<file path="config.mk">
export PLATFORM = sky130hd
export DESIGN_NAME = periodic_task_dispatch_table
export DESIGN_NICKNAME = d
export VERILOG_FILES = /design/src/sv/ptdt_pkg.sv /design/src/sv/periodic_task_dispatch_table.sv /design/src/sv/ptdt_datapath.sv /design/src/sv/ptdt_ctrl.sv
export SDC_FILE = /design/constraint.sdc
export NUM_CORES = 2
export LEC_CHECK = 0
export CAP_MARGIN = 20
export CORE_UTILIZATION = 50
export CTS_BUF_LIST = sky130_fd_sc_hd__clkbuf_8
export CTS_CLUSTER_DIAMETER = 200
export DETAILED_ROUTE_END_ITERATION = 10
export DONT_BUFFER_PORTS = 1
export GPL_ROUTABILITY_DRIVEN = 0
export GPL_TIMING_DRIVEN = 1
export PLACE_DENSITY = 0.69
export SYNTH_ARGS = -nofsm -noshare
export SYNTH_HDL_FRONTEND = slang
export SYNTH_SLANG_ARGS = --single-unit
</file>
<file path="constraint.sdc">
create_clock -name clk_i -period 15.5 [get_ports clk_i]
set_clock_uncertainty 0.15 [all_clocks]
set_input_delay 3.875 -clock clk_i [delete_from_list [all_inputs] [get_ports clk_i]]
set_output_delay 3.875 -clock clk_i [all_outputs]
set_load 0.02 [all_outputs]
</file>
<file path="src/sv/ptdt_pkg.sv">
package ptdt_pkg;

  localparam int MaxTasks = 16;
  localparam int IdxW     = (MaxTasks > 1) ? $clog2(MaxTasks) : 1;
  localparam int CntW     = $clog2(MaxTasks + 1);
  localparam int IdW      = 4;
  localparam int OpW      = 3;
  localparam int KindW    = 2;
  localparam int WordW    = 32;

  localparam int InDataW  = 136;
  localparam int OutDataW = 72;

  localparam logic [OpW-1:0] OP_CREATE  = 3'd0;
  localparam logic [OpW-1:0] OP_DELETE  = 3'd1;
  localparam logic [OpW-1:0] OP_SUSPEND = 3'd2;
  localparam logic [OpW-1:0] OP_WAKE    = 3'd3;
  localparam logic [OpW-1:0] OP_TICK    = 3'd4;

  localparam logic [KindW-1:0] KIND_REPLY    = 2'd0;
  localparam logic [KindW-1:0] KIND_DISPATCH = 2'd1;
  localparam logic [KindW-1:0] KIND_END      = 2'd2;

  typedef enum logic [1:0] {
    WR_CREATE,
    WR_MOVE,
    WR_PAUSE,
    WR_BEAT
  } wr_sel_e;

  typedef enum logic [1:0] {
    ID_ZERO,
    ID_TASK,
    ID_COUNT,
    ID_ENTRY
  } id_sel_e;

  typedef struct packed {
    logic [IdW-1:0]   ident;
    logic [WordW-1:0] period;
    logic [WordW-1:0] last_beat;
    logic             paused;
    logic [WordW-1:0] handle;
    logic [WordW-1:0] user;
  } entry_t;

  typedef struct packed {
    logic             in_ready;
    logic             in_load;
    logic [IdxW-1:0]  rd_addr;
    logic             wr_en;
    logic [IdxW-1:0]  wr_addr;
    wr_sel_e          wr_sel;
    logic             cnt_inc;
    logic             cnt_dec;
    logic             out_load;
    logic [KindW-1:0] out_kind;
    logic             out_ok;
    id_sel_e          out_id_sel;
    logic             out_last;
  } cmd_t;

  typedef struct packed {
    logic [OpW-1:0]  op;
    logic            handle_zero;
    logic [CntW-1:0] count;
    logic            id_match;
    logic            due;
    logic            out_free;
  } status_t;

endpackage

</file>
<file path="src/sv/periodic_task_dispatch_table.sv">
// Periodic task dispatch table.
// The slave stream carries one request per transfer: the operation code in
// tuser (create, delete, suspend, wake up or tick scan) and its arguments in
// tdata. The master stream returns results: a reply for each table
// operation, and for a tick scan one dispatch per due task followed by an
// end-of-scan marker. tlast marks the final result of each request.
// The block works on one request at a time. A create registers its reply in
// the decode state once the output register is free; an unused operation
// code, or any other request on an empty table, goes from the decode state
// to a reply or end state that registers its result. Delete, suspend and
// wake up walk the table one entry per cycle through the entry memory's
// single read port; a delete that finds its task then copies the last entry
// into its slot in a move state before the reply. A tick scan reads one
// entry per cycle while no due entry waits on a stalled receiver, and
// registers its end marker from the finish state. A new request can be taken
// in the cycle after the final result is registered.
// When the receiver stalls, the output register holds its result and the
// scan waits on the entry that is due until that result has been taken.
// Reset empties the table at once by clearing the entry count; the entry
// memory itself is not cleared.
module periodic_task_dispatch_table (
  input  logic                                clk_i,
  input  logic                                rst_ni,
  input  logic                                s_axis_tvalid,
  output logic                                s_axis_tready,
  // task_id[3:0], period[35:4], handle[67:36], user_word[99:68],
  // beat[131:100], zero fill
  input  logic [ptdt_pkg::InDataW-1:0]        s_axis_tdata,
  // op[2:0]
  input  logic [ptdt_pkg::OpW-1:0]            s_axis_tuser,
  output logic                                m_axis_tvalid,
  input  logic                                m_axis_tready,
  // ok[0], result_id[4:1], out_handle[36:5], out_user_word[68:37], zero fill
  output logic [ptdt_pkg::OutDataW-1:0]       m_axis_tdata,
  // kind[1:0]
  output logic [ptdt_pkg::KindW-1:0]          m_axis_tuser,
  output logic                                m_axis_tlast
);
  import ptdt_pkg::*;

  cmd_t    cmd;
  status_t status;

  ptdt_ctrl u_ctrl (
    .clk_i      (clk_i),
    .rst_ni     (rst_ni),
    .in_valid_i (s_axis_tvalid),
    .status_i   (status),
    .cmd_o      (cmd)
  );

  ptdt_datapath u_datapath (
    .clk_i       (clk_i),
    .rst_ni      (rst_ni),
    .cmd_i       (cmd),
    .status_o    (status),
    .in_data_i   (s_axis_tdata),
    .in_op_i     (s_axis_tuser),
    .out_valid_o (m_axis_tvalid),
    .out_ready_i (m_axis_tready),
    .out_data_o  (m_axis_tdata),
    .out_kind_o  (m_axis_tuser),
    .out_last_o  (m_axis_tlast)
  );

  assign s_axis_tready = cmd.in_ready;

endmodule

</file>
<file path="src/sv/ptdt_datapath.sv">
module ptdt_datapath (
  input  logic                             clk_i,
  input  logic                             rst_ni,
  input  ptdt_pkg::cmd_t                   cmd_i,
  output ptdt_pkg::status_t                status_o,
  input  logic [ptdt_pkg::InDataW-1:0]     in_data_i,
  input  logic [ptdt_pkg::OpW-1:0]         in_op_i,
  output logic                             out_valid_o,
  input  logic                             out_ready_i,
  output logic [ptdt_pkg::OutDataW-1:0]    out_data_o,
  output logic [ptdt_pkg::KindW-1:0]       out_kind_o,
  output logic                             out_last_o
);
  import ptdt_pkg::*;

  logic [OpW-1:0]   op_q;
  logic [IdW-1:0]   task_id_q;
  logic [WordW-1:0] period_q;
  logic [WordW-1:0] handle_q;
  logic [WordW-1:0] user_q;
  logic [WordW-1:0] beat_q;

  logic [CntW-1:0]  count_q, count_d;

  entry_t           mem_q [MaxTasks];
  entry_t           rdata_q;
  entry_t           wr_data;

  logic             out_valid_q, out_valid_d;
  logic [KindW-1:0] out_kind_q;
  logic             out_ok_q;
  logic [IdW-1:0]   out_id_q;
  logic [WordW-1:0] out_handle_q;
  logic [WordW-1:0] out_user_q;
  logic             out_last_q;
  logic [IdW-1:0]   id_sel;
  logic [WordW-1:0] elapsed;

  always_ff @(posedge clk_i) begin
    if (cmd_i.in_load) begin
      op_q      <= in_op_i;
      task_id_q <= in_data_i[3:0];
      period_q  <= in_data_i[35:4];
      handle_q  <= in_data_i[67:36];
      user_q    <= in_data_i[99:68];
      beat_q    <= in_data_i[131:100];
    end
  end

  always_comb begin
    wr_data = rdata_q;
    case (cmd_i.wr_sel)
      WR_CREATE: begin
        wr_data.ident     = IdW'(count_q);
        wr_data.period    = period_q;
        wr_data.last_beat = '0;
        wr_data.paused    = 1'b0;
        wr_data.handle    = handle_q;
        wr_data.user      = user_q;
      end
      WR_PAUSE: wr_data.paused    = (op_q == OP_SUSPEND);
      WR_BEAT:  wr_data.last_beat = beat_q;
      default:  wr_data = rdata_q;
    endcase
  end

  always_ff @(posedge clk_i) begin
    if (cmd_i.wr_en) begin
      mem_q[cmd_i.wr_addr] <= wr_data;
    end
    rdata_q <= mem_q[cmd_i.rd_addr];
  end

  always_comb begin
    count_d = count_q;
    if (cmd_i.cnt_inc) begin
      count_d = count_q + CntW'(1);
    end else if (cmd_i.cnt_dec) begin
      count_d = count_q - CntW'(1);
    end
  end

  always_ff @(posedge clk_i or negedge rst_ni) begin
    if (!rst_ni) begin
      count_q <= '0;
    end else begin
      count_q <= count_d;
    end
  end

  assign elapsed = beat_q - rdata_q.last_beat;

  always_comb begin
    status_o.op          = op_q;
    status_o.handle_zero = (handle_q == '0);
    status_o.count       = count_q;
    status_o.id_match    = (rdata_q.ident == task_id_q);
    status_o.due         = !rdata_q.paused && (elapsed >= rdata_q.period) &&
                           (rdata_q.handle != '0);
    status_o.out_free    = !out_valid_q || out_ready_i;
  end

  always_comb begin
    case (cmd_i.out_id_sel)
      ID_TASK:  id_sel = task_id_q;
      ID_COUNT: id_sel = IdW'(count_q);
      ID_ENTRY: id_sel = rdata_q.ident;
      default:  id_sel = '0;
    endcase
  end

  always_comb begin
    out_valid_d = out_valid_q;
    if (cmd_i.out_load) begin
      out_valid_d = 1'b1;
    end else if (out_ready_i) begin
      out_valid_d = 1'b0;
    end
  end

  always_ff @(posedge clk_i or negedge rst_ni) begin
    if (!rst_ni) begin
      out_valid_q <= 1'b0;
    end else begin
      out_valid_q <= out_valid_d;
    end
  end

  always_ff @(posedge clk_i) begin
    if (cmd_i.out_load) begin
      out_kind_q <= cmd_i.out_kind;
      out_ok_q   <= cmd_i.out_ok;
      out_id_q   <= id_sel;
      out_last_q <= cmd_i.out_last;
      if (cmd_i.out_kind == KIND_DISPATCH) begin
        out_handle_q <= rdata_q.handle;
        out_user_q   <= rdata_q.user;
      end else begin
        out_handle_q <= '0;
        out_user_q   <= '0;
      end
    end
  end

  assign out_valid_o = out_valid_q;
  assign out_kind_o  = out_kind_q;
  assign out_last_o  = out_last_q;
  assign out_data_o  = {3'b000, out_user_q, out_handle_q, out_id_q, out_ok_q};

endmodule

</file>
<file path="src/sv/ptdt_ctrl.sv">
module ptdt_ctrl (
  input  logic              clk_i,
  input  logic              rst_ni,
  input  logic              in_valid_i,
  input  ptdt_pkg::status_t status_i,
  output ptdt_pkg::cmd_t    cmd_o
);
  import ptdt_pkg::*;

  localparam logic [2:0] S_IDLE   = 3'd0;
  localparam logic [2:0] S_DECODE = 3'd1;
  localparam logic [2:0] S_SEARCH = 3'd2;
  localparam logic [2:0] S_MOVE   = 3'd3;
  localparam logic [2:0] S_SCAN   = 3'd4;
  localparam logic [2:0] S_REPLY  = 3'd5;
  localparam logic [2:0] S_FINISH = 3'd6;

  logic [2:0]      state_q, state_d;
  logic [IdxW-1:0] idx_q, idx_d;
  logic            ok_q, ok_d;
  logic            last_idx;
  logic            full;
  logic [CntW-1:0] top_cnt;

  assign last_idx = ((CntW'(idx_q) + CntW'(1)) == status_i.count);
  assign full     = (status_i.count >= CntW'(MaxTasks));
  assign top_cnt  = status_i.count - CntW'(1);

  always_comb begin
    state_d = state_q;
    idx_d   = idx_q;
    ok_d    = ok_q;

    cmd_o            = '0;
    cmd_o.wr_sel     = WR_MOVE;
    cmd_o.out_id_sel = ID_ZERO;
    cmd_o.out_kind   = KIND_REPLY;
    cmd_o.wr_addr    = idx_q;

    unique case (state_q)
      S_IDLE: begin
        cmd_o.in_ready = 1'b1;
        if (in_valid_i) begin
          cmd_o.in_load = 1'b1;
          state_d       = S_DECODE;
        end
      end
      S_DECODE: begin
        unique case (status_i.op) inside
          OP_CREATE: begin
            if (status_i.out_free) begin
              cmd_o.out_load = 1'b1;
              cmd_o.out_last = 1'b1;
              if (!status_i.handle_zero && !full) begin
                cmd_o.wr_en      = 1'b1;
                cmd_o.wr_addr    = status_i.count[IdxW-1:0];
                cmd_o.wr_sel     = WR_CREATE;
                cmd_o.cnt_inc    = 1'b1;
                cmd_o.out_ok     = 1'b1;
                cmd_o.out_id_sel = ID_COUNT;
              end
              state_d = S_IDLE;
            end
          end
          OP_DELETE, OP_SUSPEND, OP_WAKE: begin
            idx_d = '0;
            if (status_i.count == '0) begin
              ok_d    = 1'b0;
              state_d = S_REPLY;
            end else begin
              state_d = S_SEARCH;
            end
          end
          OP_TICK: begin
            idx_d = '0;
            if (status_i.count == '0) begin
              state_d = S_FINISH;
            end else begin
              state_d = S_SCAN;
            end
          end
          default: begin
            ok_d    = 1'b0;
            state_d = S_REPLY;
          end
        endcase
      end
      S_SEARCH: begin
        if (status_i.id_match) begin
          if (status_i.op == OP_DELETE) begin
            state_d = S_MOVE;
          end else begin
            cmd_o.wr_en  = 1'b1;
            cmd_o.wr_sel = WR_PAUSE;
            ok_d         = 1'b1;
            state_d      = S_REPLY;
          end
        end else if (last_idx) begin
          ok_d    = 1'b0;
          state_d = S_REPLY;
        end else begin
          idx_d = idx_q + IdxW'(1);
        end
      end
      S_MOVE: begin
        cmd_o.wr_en   = 1'b1;
        cmd_o.wr_sel  = WR_MOVE;
        cmd_o.cnt_dec = 1'b1;
        ok_d          = 1'b1;
        state_d       = S_REPLY;
      end
      S_SCAN: begin
        if (!status_i.due || status_i.out_free) begin
          if (status_i.due) begin
            cmd_o.out_load   = 1'b1;
            cmd_o.out_kind   = KIND_DISPATCH;
            cmd_o.out_ok     = 1'b1;
            cmd_o.out_id_sel = ID_ENTRY;
            cmd_o.wr_en      = 1'b1;
            cmd_o.wr_sel     = WR_BEAT;
          end
          if (last_idx) begin
            state_d = S_FINISH;
          end else begin
            idx_d = idx_q + IdxW'(1);
          end
        end
      end
      S_REPLY: begin
        if (status_i.out_free) begin
          cmd_o.out_load   = 1'b1;
          cmd_o.out_ok     = ok_q;
          cmd_o.out_id_sel = ok_q ? ID_TASK : ID_ZERO;
          cmd_o.out_last   = 1'b1;
          state_d          = S_IDLE;
        end
      end
      S_FINISH: begin
        if (status_i.out_free) begin
          cmd_o.out_load = 1'b1;
          cmd_o.out_kind = KIND_END;
          cmd_o.out_ok   = 1'b1;
          cmd_o.out_last = 1'b1;
          state_d        = S_IDLE;
        end
      end
      default: begin
        state_d = S_IDLE;
      end
    endcase

    cmd_o.rd_addr = idx_d;
    if (state_q == S_SEARCH && status_i.id_match && status_i.op == OP_DELETE) begin
      cmd_o.rd_addr = top_cnt[IdxW-1:0];
    end
  end

  always_ff @(posedge clk_i or negedge rst_ni) begin
    if (!rst_ni) begin
      state_q <= S_IDLE;
      idx_q   <= '0;
      ok_q    <= 1'b0;
    end else begin
      state_q <= state_d;
      idx_q   <= idx_d;
      ok_q    <= ok_d;
    end
  end

endmodule

</file>
==> metrics list <==
- The run finished with clean final reports.
* Vias in the first global route: 57100
- The area growth from synthesis to layout is 10.5%.
- Number of instances in the synthesized netlist: 7010
- Global routing used 24.7% of the available tracks across all layers.
* Global-route wire length before repair: 363000 um
* Post-Synthesis Mean Instance Area: 14.0 um2
- The top cell types in the final layout, fill and taps aside, are sky130_fd_sc_hd__edfxtp_1 (2335), sky130_fd_sc_hd__nand2_1 (1902), sky130_fd_sc_hd__nand3_1 (784), sky130_fd_sc_hd__clkbuf_8 (453), sky130_fd_sc_hd__mux2i_1 (421).
* DRC marker count from the first detailed-route iteration: 6744
- Placeable core region: 195000 um2
* Number of search-and-repair iterations in the first detailed-routing pass: 6
- Most common cell after layout, fill and taps aside: sky130_fd_sc_hd__edfxtp_1
* Most area-hungry cell type in the Yosys netlist: sky130_fd_sc_hd__edfxtp_1
* Max-Slew Margin vs Limit: 21.5%
* Antenna Violating Nets Remaining: 0
- Critical path data required time: 16.31 ns
* Horiz. Die Dim: 445 um
- Die Area: 198000 um2
- Arrival time at the worst endpoint: 10.69 ns
* Largest net degree at the start of global routing: 171
- Final Util: 55.6%
- Global routing finished with a remaining overflow of 0.
* DR WL/cell: 24.6 um
- Setup violation total in the final timing report: 0
- Endpoints failing hold: 0
- Across all layers, the routed design uses 58700 vias.
- Final critical-path share of the clock period: 63.8%
* Share of final-layout standard cells stronger than drive strength 1: 10.2%
- For this run, the top clock speed supported by timing is 101 MHz.
- TritonCTS built the clock tree.
- Setup repair after global routing left no endpoint under its margin.
* Root buf cell: sky130_fd_sc_hd__clkbuf_8
* Distinct cell type count after synthesis: 79
- In the final timing run, aggregate negative setup slack is 0 ns.
* I/O pins: 220
- At the pin with the least slew margin, the transition time is 1.16 ns.
* Buffering stage count on the worst path with inverters included: 4
* Class of the tightest hold or removal check: flip-flop to flip-flop
- Clock-pin slew was measured on the worst setup and hold paths at 0.06 ns.
* Pins Over Slew Limit: 0
* Delay contributed by the slowest stage of the critical path: 1.01 ns
- The net count of the finished layout is 7359.
- Sequential area share after synthesis: 74.5%
- Buffers placed on the I/O ports in this run total 0.
- Setup WS post-layout: 5.62 ns
* Quantity of gates resized following cts: 0
* Highest net fanout along the worst path: 119
* TritonCTS buffer count: 408
- The cell family contributing the most delay on the critical path is compound AO/OA/AOI/OAI gates.
* Max-capacitance violation count: 0
- The clock reaches the later pin of the worst-skew pair after 1.11 ns.
- Post-CTS setup buffer count: 0
- Counting along the longest clock path gives a buffer depth of 4.
- Of all flip-flops after synthesis, the portion carrying an async set or reset was 0.564%.
* Initial cell density of the core: 50.4%
- DP HPWL: 124000 um
* Critical path endpoint category: flip-flop
- CTS Hold Bufs: 0
- Row count: 162
- Sinks on Clock Net: 2482
* Worst setup slack before clock tree synthesis: 5.74 ns
* Cells taking the most area after synthesis: sky130_fd_sc_hd__edfxtp_1 (71%), sky130_fd_sc_hd__nand2_1 (7.3%), sky130_fd_sc_hd__mux2i_1 (4.3%)
- Netlist area before placement: 98200 um2
- Critical-path cell with the highest stage delay: sky130_fd_sc_hd__a2111oi_0
* Post-route minimum period: 9.88 ns
* CP startpoint kind: flip-flop
* Vias per std cell: 5.81
- Crit Path Category: flip-flop to flip-flop
* Number of storage elements in the synthesis netlist: 2482
- Number of levels in the clock H-tree: 5
- In this run, placement finished with an instance count of 9358.
- Proportion of netlist area held by the largest area contributor: 71.4%
* Post-route DRC violation count: 0
* DIE HEIGHT: 445 um
- Synthesis Warnings: 0
- Worst reg2reg setup slack: 5.62 ns
- Number of fill cells: 15400
- Number of synthesized flops with an enable pin: 2335
* Synth Flop Type: sky130_fd_sc_hd__edfxtp_1
- The finished layout holds 10100 standard cells, fillers aside.
- The number of antenna violations at the first check in global routing was 13.
- The routed design has 249000 um of wire.
## routing by layer
metal | wire [um] | up-vias | track usage, %
met3 | 20600 | 531 | 4.53
met2 | 119000 | 2705 | 40.0
met5 | 30 | - | 0
li1 | - | 26200 | -
met1 | 98000 | 29200 | 32.1
met4 | 11600 | 4 | 12.2
## state kept, by name, indices dropped and copies added (netlist names), 2 cells and up
name / flops
u_datapath.count_q: 5
u_datapath.user_q: 32
u_ctrl.state_q: 3
u_datapath.out_user_q: 32
u_datapath.op_q: 3
u_datapath.handle_q: 32
u_datapath.out_handle_q: 32
u_datapath.out_id_q: 4
u_ctrl.idx_q: 4
u_datapath.out_kind_o: 2
u_datapath.beat_q: 32
u_datapath.period_q: 32
u_datapath.task_id_q: 4
u_datapath.mem_q: 2128
u_datapath.rdata_q: 133
## per-stage QoR
stage                     area (um2)  hold slack [ns]
after floorplan                98200            0.320
after global placement        101000            0.364
after detailed placement      101000            0.367
after CTS                     108000            0.372
after global routing          108000            0.395
final                         109000            0.354
## layout make-up
type | instances | area [um2] | area share (%)
multi-input cells | 4033 | 22900 | 21.1
repair buffers | 132 | 1250 | 1.16
diodes | 9 | 22.5 | 0.0208
clock inverters | 273 | 1310 | 1.21
flip-flops and latches | 2482 | 73100 | 67.4
clock buffers | 453 | 6230 | 5.75
well taps | 2624 | 3280 | 3.03
inverters | 89 | 334 | 0.308
## final timing paths
| check | from | endpoint | cells after the start |
|---|---|---|---|
| worst min register to register | u_datapath.rdata_q[2] | u_datapath.out_user_q[2] | 1 |
| max in group asynchronous | rst_ni | u_ctrl.idx_q[1] | 0 |
| worst max-delay path | u_datapath.beat_q[1] | u_datapath.rdata_q[95] | 27 |
| min in group asynchronous | rst_ni | u_ctrl.state_q[1] | 0 |
| worst min-delay path | u_datapath.rdata_q[2] | u_datapath.out_user_q[2] | 1 |
| worst max register to register | u_datapath.beat_q[1] | u_datapath.rdata_q[95] | 27 |
## kinds of logic (layout without fill, tap and decap cells)
group	Yosys count	after routing	share of synthesized area [%]
simple gates	2925	2925	12.7
flops	2482	2482	74.5
compound gates	500	500	4.00
buf+inv	497	947	2.43
mux	493	493	5.12
fa+ha+maj	70	70	0.900
xor+xnor	42	42	0.389
other cells	1	12	0.00382
## cell usage after synthesis, types with 5 or more instances
cell,instances
sky130_fd_sc_hd__buf_1,18
sky130_fd_sc_hd__buf_4,33
sky130_fd_sc_hd__dfxtp_1,133
sky130_fd_sc_hd__xor2_1,8
sky130_fd_sc_hd__buf_6,22
sky130_fd_sc_hd__nand2b_1,12
sky130_fd_sc_hd__edfxtp_1,2335
sky130_fd_sc_hd__or3_1,5
sky130_fd_sc_hd__xnor2_1,33
sky130_fd_sc_hd__o21a_1,8
sky130_fd_sc_hd__nor4_1,19
sky130_fd_sc_hd__ha_1,69
sky130_fd_sc_hd__nand4_1,19
sky130_fd_sc_hd__a31oi_1,14
sky130_fd_sc_hd__o221ai_1,149
sky130_fd_sc_hd__nand3_1,784
sky130_fd_sc_hd__mux2i_1,421
sky130_fd_sc_hd__buf_2,179
sky130_fd_sc_hd__inv_1,89
sky130_fd_sc_hd__nand2_1,1902
sky130_fd_sc_hd__mux2_2,70
sky130_fd_sc_hd__and3_1,8
sky130_fd_sc_hd__a32oi_1,109
sky130_fd_sc_hd__nor2b_1,10
sky130_fd_sc_hd__o2111ai_1,9
sky130_fd_sc_hd__o21ai_0,61
sky130_fd_sc_hd__a21oi_1,50
sky130_fd_sc_hd__nor2_1,56
sky130_fd_sc_hd__a21o_1,18
sky130_fd_sc_hd__dfrtp_1,14
sky130_fd_sc_hd__clkbuf_1,154
sky130_fd_sc_hd__or2_2,7
sky130_fd_sc_hd__and2_1,70
sky130_fd_sc_hd__a22o_1,29
sky130_fd_sc_hd__nor3_1,14
Power is not shown: default switching activity piles up to over one toggle a cycle in this logic, so the estimate is an artifact.
